`config.mk`:
```
export PLATFORM = sky130hd
export DESIGN_NAME = reservoir_sampler_core
export DESIGN_NICKNAME = d
export VERILOG_FILES = /design/src/sv/rsamp_pkg.sv /design/src/sv/reservoir_sampler_core.sv /design/src/sv/rsamp_front.sv /design/src/sv/rsamp_div.sv /design/src/sv/rsamp_back.sv /design/src/sv/rsamp_outq.sv
export SDC_FILE = /design/constraint.sdc
export NUM_CORES = 2
export LEC_CHECK = 0
export BUFFER_PORTS_ARGS = -buffer_cell sky130_fd_sc_hd__buf_2
export CORE_MARGIN = 2
export CORE_UTILIZATION = 40
export CTS_CLUSTER_SIZE = 12
export DETAILED_ROUTE_END_ITERATION = 6
export SYNTH_ARGS = -nofsm -noshare
export SYNTH_HDL_FRONTEND = slang
export SYNTH_SLANG_ARGS = --single-unit
```
`constraint.sdc`:
```
create_clock -name clk -period 7.9 [get_ports clk]
set_clock_uncertainty 0.1 [all_clocks]
set_input_delay 0 -clock clk [delete_from_list [all_inputs] [get_ports clk]]
set_output_delay 0 -clock clk [all_outputs]
set_load 0.005 [all_outputs]
```
`src/sv/rsamp_pkg.sv`:
```
// Shared types, constants and helper functions for the reservoir sampler.
// Used by every module of the block; depends on nothing.
package rsamp_pkg;

    localparam int RESERVOIR_DEPTH = 64;
    localparam int ID_WIDTH        = 32;
    localparam int SLOT_W          = $clog2(RESERVOIR_DEPTH);
    localparam int CNT_W           = 7;
    localparam int SEEN_W          = 32;
    localparam int DIV_W           = SEEN_W + 1;
    localparam int DIV_CNT_W       = $clog2(SEEN_W);
    localparam int CFG_IDX_W       = 1;
    localparam int CFG_DATA_W      = 32;

    localparam logic [SEEN_W-1:0] SEEN_MAX = '1;

    // Configuration register indexes.
    localparam logic [CFG_IDX_W-1:0] REG_SAMPLE_COUNT = 1'b0;
    localparam logic [CFG_IDX_W-1:0] REG_RNG_SEED     = 1'b1;

    // Item operations after classification.
    typedef enum logic {
        OP_OFFER   = 1'b0,
        OP_READOUT = 1'b1
    } op_t;

    typedef struct packed {
        op_t                 op;
        logic [ID_WIDTH-1:0] record_id;
    } cmd_t;

    typedef struct packed {
        logic                stored;
        logic [SLOT_W-1:0]   slot;
        logic [ID_WIDTH-1:0] sample_id;
        logic                last;
        logic                too_few;
    } res_t;

    typedef struct packed {
        logic                  we;
        logic [CFG_IDX_W-1:0]  index;
        logic [CFG_DATA_W-1:0] data;
    } cfg_t;

    // One xorshift32 step; the new state is also the draw.
    function automatic logic [SEEN_W-1:0] xorshift32(input logic [SEEN_W-1:0] s);
        logic [SEEN_W-1:0] x;
        x = s;
        x = x ^ (x << 13);
        x = x ^ (x >> 17);
        x = x ^ (x << 5);
        return x;
    endfunction

    // Sample count as used: zero acts as one, large values clamp to the depth.
    function automatic logic [CNT_W-1:0] active_count(input logic [CNT_W-1:0] c);
        logic [CNT_W-1:0] n;
        n = c;
        if (n == '0)
            n = CNT_W'(1);
        if (n > CNT_W'(RESERVOIR_DEPTH))
            n = CNT_W'(RESERVOIR_DEPTH);
        return n;
    endfunction

endpackage

```
`src/sv/reservoir_sampler_core.sv`:
```
// Reservoir sampler (Algorithm R) over a stream of 32-bit record handles.
// An offer item is stored directly while the reservoir fills; once it is full
// the generator steps, then a bit-serial remainder unit reduces the draw by
// the running count plus one, and that unit sets the offer rate. A readout
// item gives one result per slot, each read through S_RD and then S_EMIT,
// paced by the reservoir memory's registered read port, or a single
// too_few result when fewer records than sample_count have been seen. Slots
// that were never written read back undefined. Both sides are queues: up to
// two items wait at the input and two results at the output.
// Depends on rsamp_pkg, rsamp_front, rsamp_back and rsamp_outq.
module reservoir_sampler_core (
    input  logic                             clk,
    input  logic                             rst_n,
    input  logic                             cfg_we,
    input  logic [rsamp_pkg::CFG_IDX_W-1:0]  cfg_index,
    input  logic [rsamp_pkg::CFG_DATA_W-1:0] cfg_data,
    input  logic                             push,
    output logic                             full,
    input  logic                             mode,
    input  logic [rsamp_pkg::ID_WIDTH-1:0]   record_id,
    output logic                             empty,
    input  logic                             pop,
    output logic                             stored,
    output logic [rsamp_pkg::SLOT_W-1:0]     slot,
    output logic [rsamp_pkg::ID_WIDTH-1:0]   sample_id,
    output logic                             last,
    output logic                             too_few
);
    import rsamp_pkg::*;

    cfg_t cfg;
    cmd_t cmd;
    logic cmd_valid;
    logic cmd_pop;
    res_t res_in;
    res_t res_out;
    logic res_push;
    logic res_full;

    always_comb
    begin
        cfg.we    = cfg_we;
        cfg.index = cfg_index;
        cfg.data  = cfg_data;
    end

    // Input side: accept and classify items.
    rsamp_front u_front (
        .clk       (clk),
        .rst_n     (rst_n),
        .push      (push),
        .full      (full),
        .mode      (mode),
        .record_id (record_id),
        .cmd_valid (cmd_valid),
        .cmd_pop   (cmd_pop),
        .cmd       (cmd)
    );

    // Sampling engine.
    rsamp_back u_back (
        .clk       (clk),
        .rst_n     (rst_n),
        .cfg       (cfg),
        .cmd_valid (cmd_valid),
        .cmd_pop   (cmd_pop),
        .cmd       (cmd),
        .res_full  (res_full),
        .res_push  (res_push),
        .res       (res_in)
    );

    // Result side.
    rsamp_outq u_outq (
        .clk   (clk),
        .rst_n (rst_n),
        .push  (res_push),
        .full  (res_full),
        .din   (res_in),
        .pop   (pop),
        .empty (empty),
        .dout  (res_out)
    );

    assign stored    = res_out.stored;
    assign slot      = res_out.slot;
    assign sample_id = res_out.sample_id;
    assign last      = res_out.last;
    assign too_few   = res_out.too_few;

endmodule

```
`src/sv/rsamp_front.sv`:
```
// Front end of the reservoir sampler: accepts input items, classifies them
// into offer or readout commands and buffers them in a two-entry queue.
// Depends on rsamp_pkg.
module rsamp_front (
    input  logic                          clk,
    input  logic                          rst_n,
    input  logic                          push,
    output logic                          full,
    input  logic                          mode,
    input  logic [rsamp_pkg::ID_WIDTH-1:0] record_id,
    output logic                          cmd_valid,
    input  logic                          cmd_pop,
    output rsamp_pkg::cmd_t               cmd
);
    import rsamp_pkg::*;

    cmd_t       q_mem [2];
    logic       wr_ptr_reg, wr_ptr_next;
    logic       rd_ptr_reg, rd_ptr_next;
    logic [1:0] count_reg, count_next;
    logic       do_push, do_pop;
    cmd_t       cmd_in;

    // Classify the item: the single mode bit selects the operation.
    always_comb
    begin
        cmd_in.op        = mode ? OP_READOUT : OP_OFFER;
        cmd_in.record_id = record_id;
    end

    assign full      = (count_reg == 2'd2);
    assign cmd_valid = (count_reg != 2'd0);
    assign do_push   = push && !full;
    assign do_pop    = cmd_pop && cmd_valid;
    assign cmd       = q_mem[rd_ptr_reg];

    // Pointer and fill-count update.
    always_comb
    begin
        wr_ptr_next = do_push ? !wr_ptr_reg : wr_ptr_reg;
        rd_ptr_next = do_pop ? !rd_ptr_reg : rd_ptr_reg;
        count_next  = count_reg;
        if (do_push && !do_pop)
            count_next = count_reg + 2'd1;
        else if (do_pop && !do_push)
            count_next = count_reg - 2'd1;
    end

    always_ff @(posedge clk or negedge rst_n)
    begin
        if (!rst_n)
        begin
            wr_ptr_reg <= 1'b0;
            rd_ptr_reg <= 1'b0;
            count_reg  <= 2'd0;
        end
        else
        begin
            wr_ptr_reg <= wr_ptr_next;
            rd_ptr_reg <= rd_ptr_next;
            count_reg  <= count_next;
        end
    end

    // Queue storage.
    always_ff @(posedge clk)
    begin
        if (do_push)
            q_mem[wr_ptr_reg] <= cmd_in;
    end

    // The back end never takes a command that is not there.
    a_pop_not_empty: assert property (@(posedge clk) disable iff (!rst_n)
        cmd_pop |-> cmd_valid)
        else $error("command taken from an empty queue");

endmodule

```
`src/sv/rsamp_div.sv`:
```
// Bit-serial remainder unit: one restoring step per cycle over a 32-bit
// dividend and a 33-bit divisor. Depends on rsamp_pkg.
module rsamp_div (
    input  logic                          clk,
    input  logic                          rst_n,
    input  logic                          start,
    input  logic [rsamp_pkg::SEEN_W-1:0]  dividend,
    input  logic [rsamp_pkg::DIV_W-1:0]   divisor,
    output logic                          done,
    output logic [rsamp_pkg::DIV_W-1:0]   rem
);
    import rsamp_pkg::*;

    logic [SEEN_W-1:0]    dvd_reg, dvd_next;
    logic [DIV_W-1:0]     dsr_reg, dsr_next;
    logic [DIV_W-1:0]     rem_reg, rem_next;
    logic [DIV_CNT_W-1:0] cnt_reg, cnt_next;
    logic                 busy_reg, busy_next;
    logic                 done_reg, done_next;
    logic [DIV_W:0]       trial;

    assign trial = {rem_reg, dvd_reg[SEEN_W-1]};

    // One restoring step: shift in the next dividend bit, subtract if it fits.
    always_comb
    begin
        dvd_next  = dvd_reg;
        dsr_next  = dsr_reg;
        rem_next  = rem_reg;
        cnt_next  = cnt_reg;
        busy_next = busy_reg;
        done_next = 1'b0;
        if (start)
        begin
            dvd_next  = dividend;
            dsr_next  = divisor;
            rem_next  = '0;
            cnt_next  = '0;
            busy_next = 1'b1;
        end
        else if (busy_reg)
        begin
            dvd_next = dvd_reg << 1;
            if (trial >= {1'b0, dsr_reg})
                rem_next = DIV_W'(trial - {1'b0, dsr_reg});
            else
                rem_next = DIV_W'(trial);
            cnt_next = cnt_reg + DIV_CNT_W'(1);
            if (cnt_reg == DIV_CNT_W'(SEEN_W - 1))
            begin
                busy_next = 1'b0;
                done_next = 1'b1;
            end
        end
    end

    always_ff @(posedge clk or negedge rst_n)
    begin
        if (!rst_n)
        begin
            busy_reg <= 1'b0;
            done_reg <= 1'b0;
            cnt_reg  <= '0;
        end
        else
        begin
            busy_reg <= busy_next;
            done_reg <= done_next;
            cnt_reg  <= cnt_next;
        end
    end

    always_ff @(posedge clk)
    begin
        dvd_reg <= dvd_next;
        dsr_reg <= dsr_next;
        rem_reg <= rem_next;
    end

    assign done = done_reg;
    assign rem  = rem_reg;

    // A finished remainder is always below the divisor.
    a_rem_below_divisor: assert property (@(posedge clk) disable iff (!rst_n)
        done_reg |-> (rem_reg < dsr_reg))
        else $error("remainder not below divisor");

endmodule

```
`src/sv/rsamp_back.sv`:
```
// Back end of the reservoir sampler: runs offer and readout commands, keeps
// the seen count, the generator, the configuration and the reservoir memory.
// Depends on rsamp_pkg and rsamp_div.
module rsamp_back (
    input  logic              clk,
    input  logic              rst_n,
    input  rsamp_pkg::cfg_t   cfg,
    input  logic              cmd_valid,
    output logic              cmd_pop,
    input  rsamp_pkg::cmd_t   cmd,
    input  logic              res_full,
    output logic              res_push,
    output rsamp_pkg::res_t   res
);
    import rsamp_pkg::*;

    typedef enum logic [4:0] {
        S_IDLE = 5'b00001,
        S_DIV  = 5'b00010,
        S_PUT  = 5'b00100,
        S_RD   = 5'b01000,
        S_EMIT = 5'b10000
    } state_t;

    state_t              state_reg, state_next;
    logic [SEEN_W-1:0]   seen_reg, seen_next;
    logic [SEEN_W-1:0]   prng_reg, prng_next;
    logic [CNT_W-1:0]    samp_cnt_reg, samp_cnt_next;
    logic [CNT_W-1:0]    idx_reg, idx_next;
    logic [ID_WIDTH-1:0] id_reg, id_next;
    res_t                res_reg, res_next;
    logic [ID_WIDTH-1:0] rdata_reg;
    logic [ID_WIDTH-1:0] mem [RESERVOIR_DEPTH];

    logic                mem_we;
    logic [SLOT_W-1:0]   mem_waddr;
    logic [ID_WIDTH-1:0] mem_wdata;
    logic [CNT_W-1:0]    n;
    logic                below_n;
    logic [SEEN_W-1:0]   draw;
    logic                div_start;
    logic                div_done;
    logic [DIV_W-1:0]    div_rem;
    logic                emit_last;
    res_t                emit_res;

    assign n       = active_count(samp_cnt_reg);
    assign below_n = (seen_reg < SEEN_W'(n));
    assign draw    = xorshift32(prng_reg);

    // Remainder of the draw by the running count plus one.
    rsamp_div u_div (
        .clk      (clk),
        .rst_n    (rst_n),
        .start    (div_start),
        .dividend (draw),
        .divisor  ({1'b0, seen_reg} + DIV_W'(1)),
        .done     (div_done),
        .rem      (div_rem)
    );

    // Readout result straight from the registered memory data.
    assign emit_last = ((idx_reg + CNT_W'(1)) == n);
    always_comb
    begin
        emit_res.stored    = 1'b0;
        emit_res.slot      = idx_reg[SLOT_W-1:0];
        emit_res.sample_id = rdata_reg;
        emit_res.last      = emit_last;
        emit_res.too_few   = 1'b0;
    end

    assign res = (state_reg == S_EMIT) ? emit_res : res_reg;

    // Command sequencer.
    always_comb
    begin
        state_next    = state_reg;
        seen_next     = seen_reg;
        prng_next     = prng_reg;
        samp_cnt_next = samp_cnt_reg;
        idx_next      = idx_reg;
        id_next       = id_reg;
        res_next      = res_reg;
        mem_we        = 1'b0;
        mem_waddr     = seen_reg[SLOT_W-1:0];
        mem_wdata     = cmd.record_id;
        div_start     = 1'b0;
        cmd_pop       = 1'b0;
        res_push      = 1'b0;

        case (state_reg)
            S_IDLE:
            begin
                if (cmd_valid)
                begin
                    cmd_pop           = 1'b1;
                    res_next.stored   = 1'b0;
                    res_next.slot     = '0;
                    res_next.sample_id = '0;
                    res_next.last     = 1'b1;
                    res_next.too_few  = 1'b0;
                    if (cmd.op == OP_OFFER)
                    begin
                        if (below_n)
                        begin
                            // Reservoir still filling: store in the next slot.
                            mem_we          = 1'b1;
                            res_next.stored = 1'b1;
                            res_next.slot   = seen_reg[SLOT_W-1:0];
                            seen_next       = seen_reg + SEEN_W'(1);
                            state_next      = S_PUT;
                        end
                        else
                        begin
                            prng_next  = draw;
                            div_start  = 1'b1;
                            id_next    = cmd.record_id;
                            state_next = S_DIV;
                        end
                    end
                    else if (below_n)
                    begin
                        res_next.too_few = 1'b1;
                        state_next       = S_PUT;
                    end
                    else
                    begin
                        idx_next   = '0;
                        state_next = S_RD;
                    end
                end
            end
            S_DIV:
            begin
                if (div_done)
                begin
                    mem_waddr = div_rem[SLOT_W-1:0];
                    mem_wdata = id_reg;
                    if (div_rem < DIV_W'(n))
                    begin
                        // Draw landed inside the reservoir: replace that slot.
                        mem_we          = 1'b1;
                        res_next.stored = 1'b1;
                        res_next.slot   = div_rem[SLOT_W-1:0];
                    end
                    if (seen_reg != SEEN_MAX)
                        seen_next = seen_reg + SEEN_W'(1);
                    state_next = S_PUT;
                end
            end
            S_PUT:
            begin
                if (!res_full)
                begin
                    res_push   = 1'b1;
                    state_next = S_IDLE;
                end
            end
            S_RD:
            begin
                state_next = S_EMIT;
            end
            S_EMIT:
            begin
                if (!res_full)
                begin
                    res_push = 1'b1;
                    if (emit_last)
                        state_next = S_IDLE;
                    else
                    begin
                        idx_next   = idx_reg + CNT_W'(1);
                        state_next = S_RD;
                    end
                end
            end
            default:
            begin
                state_next = S_IDLE;
            end
        endcase

        // Register writes; a seed write also reloads the generator.
        if (cfg.we)
        begin
            case (cfg.index)
                REG_SAMPLE_COUNT:
                begin
                    samp_cnt_next = cfg.data[CNT_W-1:0];
                end
                REG_RNG_SEED:
                begin
                    prng_next = (cfg.data[SEEN_W-1:0] == '0) ? SEEN_W'(1)
                                                              : cfg.data[SEEN_W-1:0];
                end
                default:
                begin
                    samp_cnt_next = samp_cnt_reg;
                end
            endcase
        end
    end

    always_ff @(posedge clk or negedge rst_n)
    begin
        if (!rst_n)
        begin
            state_reg    <= S_IDLE;
            seen_reg     <= '0;
            prng_reg     <= SEEN_W'(1);
            samp_cnt_reg <= CNT_W'(1);
            idx_reg      <= '0;
        end
        else
        begin
            state_reg    <= state_next;
            seen_reg     <= seen_next;
            prng_reg     <= prng_next;
            samp_cnt_reg <= samp_cnt_next;
            idx_reg      <= idx_next;
        end
    end

    always_ff @(posedge clk)
    begin
        id_reg  <= id_next;
        res_reg <= res_next;
    end

    // Reservoir memory: one write port, one registered read port.
    always_ff @(posedge clk)
    begin
        if (mem_we)
            mem[mem_waddr] <= mem_wdata;
    end

    always_ff @(posedge clk)
    begin
        rdata_reg <= mem[idx_reg[SLOT_W-1:0]];
    end

    // Results are only pushed where the output queue has room.
    a_push_has_room: assert property (@(posedge clk) disable iff (!rst_n)
        res_push |-> !res_full)
        else $error("result pushed into a full queue");

    // A stored offer always names a slot inside the active reservoir.
    a_slot_in_range: assert property (@(posedge clk) disable iff (!rst_n)
        (res_push && res.stored) |-> (CNT_W'(res.slot) < n))
        else $error("stored slot outside the active reservoir");

    // Commands are only taken while the sequencer is idle.
    a_pop_when_idle: assert property (@(posedge clk) disable iff (!rst_n)
        cmd_pop |-> (state_reg == S_IDLE))
        else $error("command taken while busy");

endmodule

```
`src/sv/rsamp_outq.sv`:
```
// Two-entry result queue between the back end and the result ports.
// Depends on rsamp_pkg.
module rsamp_outq (
    input  logic            clk,
    input  logic            rst_n,
    input  logic            push,
    output logic            full,
    input  rsamp_pkg::res_t din,
    input  logic            pop,
    output logic            empty,
    output rsamp_pkg::res_t dout
);
    import rsamp_pkg::*;

    res_t       q_mem [2];
    logic       wr_ptr_reg, wr_ptr_next;
    logic       rd_ptr_reg, rd_ptr_next;
    logic [1:0] count_reg, count_next;
    logic       do_push, do_pop;

    assign full    = (count_reg == 2'd2);
    assign empty   = (count_reg == 2'd0);
    assign do_push = push && !full;
    assign do_pop  = pop && !empty;
    assign dout    = q_mem[rd_ptr_reg];

    // Pointer and fill-count update.
    always_comb
    begin
        wr_ptr_next = do_push ? !wr_ptr_reg : wr_ptr_reg;
        rd_ptr_next = do_pop ? !rd_ptr_reg : rd_ptr_reg;
        count_next  = count_reg;
        if (do_push && !do_pop)
            count_next = count_reg + 2'd1;
        else if (do_pop && !do_push)
            count_next = count_reg - 2'd1;
    end

    always_ff @(posedge clk or negedge rst_n)
    begin
        if (!rst_n)
        begin
            wr_ptr_reg <= 1'b0;
            rd_ptr_reg <= 1'b0;
            count_reg  <= 2'd0;
        end
        else
        begin
            wr_ptr_reg <= wr_ptr_next;
            rd_ptr_reg <= rd_ptr_next;
            count_reg  <= count_next;
        end
    end

    // Queue storage.
    always_ff @(posedge clk)
    begin
        if (do_push)
            q_mem[wr_ptr_reg] <= din;
    end

endmodule

```
==> metrics.yaml <==
rows: 181
clk-insertion-delay-late_ps: 940
maximum_level_of_the_cts_h_tree: 5
cts_tree: "yes"
hp-class: "input pin to asynchronous set/reset pin"
antenna_found_initial: 15
areaGrowthSynthToFinish_pct: 16.2
port-buffer-count: 113
drt_iter0_drc: 4989
synth.lib_cells_used.distinct: 72
timing.critical_path.cells: "clkinv_1, ha_1, a2111oi_2, nand3_1, a41o_1, nor3_2, or3_2, buf_4, inv_2, nand2_1, xor2_1, o21ai_0, dlygate4sd3_1"
drt.antenna.violating_nets: 0
r2r.worst_path.cells: 13
finalCritPeriodShare: 0.622
worstMarginPinSlew_ps: 1040
crit_fanout: 86
p_leak_nw: 35.5
timing.final.hold_violations: 0
netlist_area_pre_place_mm2: 0.0977
core_region_area_mm2: 0.243
top_register_by_number_of_flip_flops: "u_back.mem"
grt_ovf: 0
postSynthNetCount: 4826
worst_ir_drop_on_vdd_uv: 251
finalWeightedCongestion: 0.811
globalRouteTotalUtil: 0.192
timing.setup.tns_ps: 0
route.final.wire_length_mm: 240
setup_viol: 0
finish.net_count: 5355
rr_startpoint: "u_back.samp_cnt_reg[6]"
detail_route.drc_violations: 0
die_area_mm2: 0.248
worst_setup_hold_path_clk_slew_ps: 60
power.density_cell_area_mw_per_mm2: 308
clock_tree.root_cell: "sky130_fd_sc_hd__clkbuf_16"
drive_above_1_share: 0.283
post_cts.resized_instances: 0
clock-sinks: 2464
final_core_util: 0.467
biggest_regs: "u_back.mem x2048, u_outq.q_mem x82, u_front.q_mem x66"
synth_edf_count: 2301
avgRoutedWirePerCell_um: 27.9
crit_slowest_cell: "sky130_fd_sc_hd__buf_4"
wp_data_arrival_ps: 5550
clock_path_buffers: 4
tritoncts.num_buffers: 280
slowest_delay_ps: 630
initial_core_util: 0.402
io-pin-count: 114
report.power.total_mw: 35.0
syn_inst: 4703
clock.fmax_mhz: 203
largest_register_ff_count: 2048
worstSetupPathType: "flip-flop to flip-flop"
timing.max_slew.rel_slack: 0.304
via_count: 48500
startpoint_type: "flip-flop"
commonest_register_cell_after_synthesis: "sky130_fd_sc_hd__edfxtp_1"
syn_avg_cell_area_um2: 20.8
number_of_global_route_vias_before_repair: 49300
seq_area_frac_synth: 0.746
die-height_um: 498
endpoint_kind: "flip-flop"
grt_first_pass_wirelength_mm: 349
period_needed_ps: 4910
rr_endpoint: "u_back.prng_reg[1]"
dr.pass1.iters: 6
rsz0062_at_grt: "false"
dpl.hpwl_mm: 145
ys_seq_elements: 2464
n_fill_cell: 20000
post_drt_via_cell_ratio: 5.63
cp_data_required_time_ps: 8540
final_max_slew_viols: 0
grt_max_degree: 97
rrSetupSlack_ps: 2990
outcome: "finished clean"
die_x_um: 498
yosys_warnings: 0
asyncSetResetFlopFracSynth: 0.0398
drv_cap: 0
## metrics by stage
step	hold slack [ps]	instances	setup WS, ps	cell area [um2]
2_1_floorplan	-396	4703	1710	97700
3_3_place_gp	71.0	7956	3190	103000
3_5_place_dp	64.7	7956	3170	103000
4_1_cts	117	8610	3000	113000
5_1_grt	170	8612	2630	113000
6_report	184	8616	2990	113000
## kinds of logic (layout without fill, tap and decap cells)
kind of cell,Yosys count,count (layout),synth area share
AO/OA/AOI/OAI,304,304,0.0190
XOR/XNOR,207,207,0.0186
adder cells (fa/ha/maj),52,52,0.00674
buffers and inverters,309,1014,0.0124
flip-flops,2464,2464,0.746
multiplexers,822,822,0.170
other,0,6,0
AND/OR/NAND/NOR,545,545,0.0273
## timing repair
action,in CTS,in global routing
hold buffers,196,0
setup buffers,0,0
endpoints found under the hold margin,227,0
## layer usage
layer / share of wire / global-route usage / wire length (um) / vias up
met3: 0.057 / 0.0295 / 13700 / 362
met2: 0.48 / 0.309 / 116000 / 1587
met1: 0.44 / 0.275 / 105000 / 26100
met5: 0 / 0 / 0 / -
li1: - / - / - / 20400
met4: 0.022 / 0.0467 / 5350 / 0
## synthesized netlist by cell type, drive strengths merged (4+ instances only)
library cell     n  share of area
edfxtp        2301           0.71
mux4           659           0.15
nand2          179         0.0069
clkbuf         144         0.0055
mux2           135          0.016
xnor2          128          0.011
o21ai          119         0.0061
nor2           112         0.0043
buf            101         0.0044
dfrtp           95          0.024
nor4            95         0.0061
xor2            79         0.0071
a21oi           72         0.0037
dfxtp           65          0.013
inv             63         0.0024
ha              51         0.0065
and2            35         0.0022
mux2i           28         0.0029
a211oi          25         0.0020
nand3           24         0.0012
and3            19         0.0012
nand4           17         0.0011
nor3            17        0.00092
a21o            16         0.0012
nor2b           16         0.0010
o21a            11        0.00085
a31oi           10        0.00064
or3              9        0.00058
nand2b           7        0.00045
o21bai           6        0.00046
o31a             6        0.00054
nand3b           5        0.00038
o211ai           5        0.00038
o311ai           4        0.00036
or2              4        0.00026
## power breakdown
group	total, mW	internal (mW)	switching, mW
clock network	11.8	6.93	4.89
registers	16.9	16.4	0.421
logic	6.29	1.98	4.31
total	35.0	25.3	9.62
## cell usage in the layout (no fill, tap or decap), types with 7 or more instances in the layout
master and count:
sky130_fd_sc_hd__nor2_1 111, sky130_fd_sc_hd__dlygate4sd3_1 195, sky130_fd_sc_hd__inv_1 61, sky130_fd_sc_hd__nor4_2 65, sky130_fd_sc_hd__dfrtp_1 86, sky130_fd_sc_hd__nand3_1 24
sky130_fd_sc_hd__a211oi_1 24, sky130_fd_sc_hd__a21o_1 16, sky130_fd_sc_hd__ha_1 51, sky130_fd_sc_hd__nor2b_1 15, sky130_fd_sc_hd__clkinv_2 22, sky130_fd_sc_hd__clkbuf_8 12
sky130_fd_sc_hd__buf_12 8, sky130_fd_sc_hd__clkinv_1 36, sky130_fd_sc_hd__mux2i_1 28, sky130_fd_sc_hd__xor2_1 79, sky130_fd_sc_hd__nand2_1 179, sky130_fd_sc_hd__and2_1 33
sky130_fd_sc_hd__nand2b_1 7, sky130_fd_sc_hd__nand4_1 17, sky130_fd_sc_hd__and3_1 16, sky130_fd_sc_hd__xnor2_1 128, sky130_fd_sc_hd__or3_1 8, sky130_fd_sc_hd__buf_2 112
sky130_fd_sc_hd__mux2_2 132, sky130_fd_sc_hd__o21a_1 11, sky130_fd_sc_hd__nor4_1 30, sky130_fd_sc_hd__nor3_1 16, sky130_fd_sc_hd__o21ai_0 119, sky130_fd_sc_hd__edfxtp_1 2301
sky130_fd_sc_hd__mux4_2 659, sky130_fd_sc_hd__a21oi_1 70, sky130_fd_sc_hd__clkbuf_16 287, sky130_fd_sc_hd__dfxtp_1 65, sky130_fd_sc_hd__clkbuf_1 87, sky130_fd_sc_hd__buf_4 176
## critical path, delay by kind of cell (launching register included)
family | cells | cell delay (ps)
xor+xnor | 1 | 150
buf+inv | 4 | 2120
fa+ha+maj | 1 | 430
flops | 1 | 440
simple gates | 4 | 700
compound gates | 3 | 740
## final cells by class
cell class                      count  area [um2]  share of cell area
Multi-Input combinational cell   1930       24100               0.213
Tap cell                         3202        4010              0.0353
Clock inverter                     72         514             0.00453
Timing Repair Buffer              492        4020              0.0354
Antenna cell                        6        15.0            0.000132
Inverter                           64         240             0.00212
Sequential cell                  2464       72900               0.642
Clock buffer                      386        7670              0.0676
## how the worst max path moves through the flow
stage	startpoint	endpoint	slack (ps)	cells past startpoint
final	u_back.samp_cnt_reg[6]	u_back.prng_reg[1]	2990	13
after global routing	u_back.samp_cnt_reg[6]	u_back.prng_reg[1]	2630	13
after CTS	u_back.samp_cnt_reg[6]	u_back.prng_reg[1]	3000	13
after detailed placement	u_back.samp_cnt_reg[6]	u_back.u_div.rem[29]	3170	12
after global placement	u_back.samp_cnt_reg[6]	u_back.u_div.rem[29]	3190	12
after floorplan	u_back.samp_cnt_reg[6]	u_back.mem[12][0]	1710	10
(Power assumes the default switching activity.)
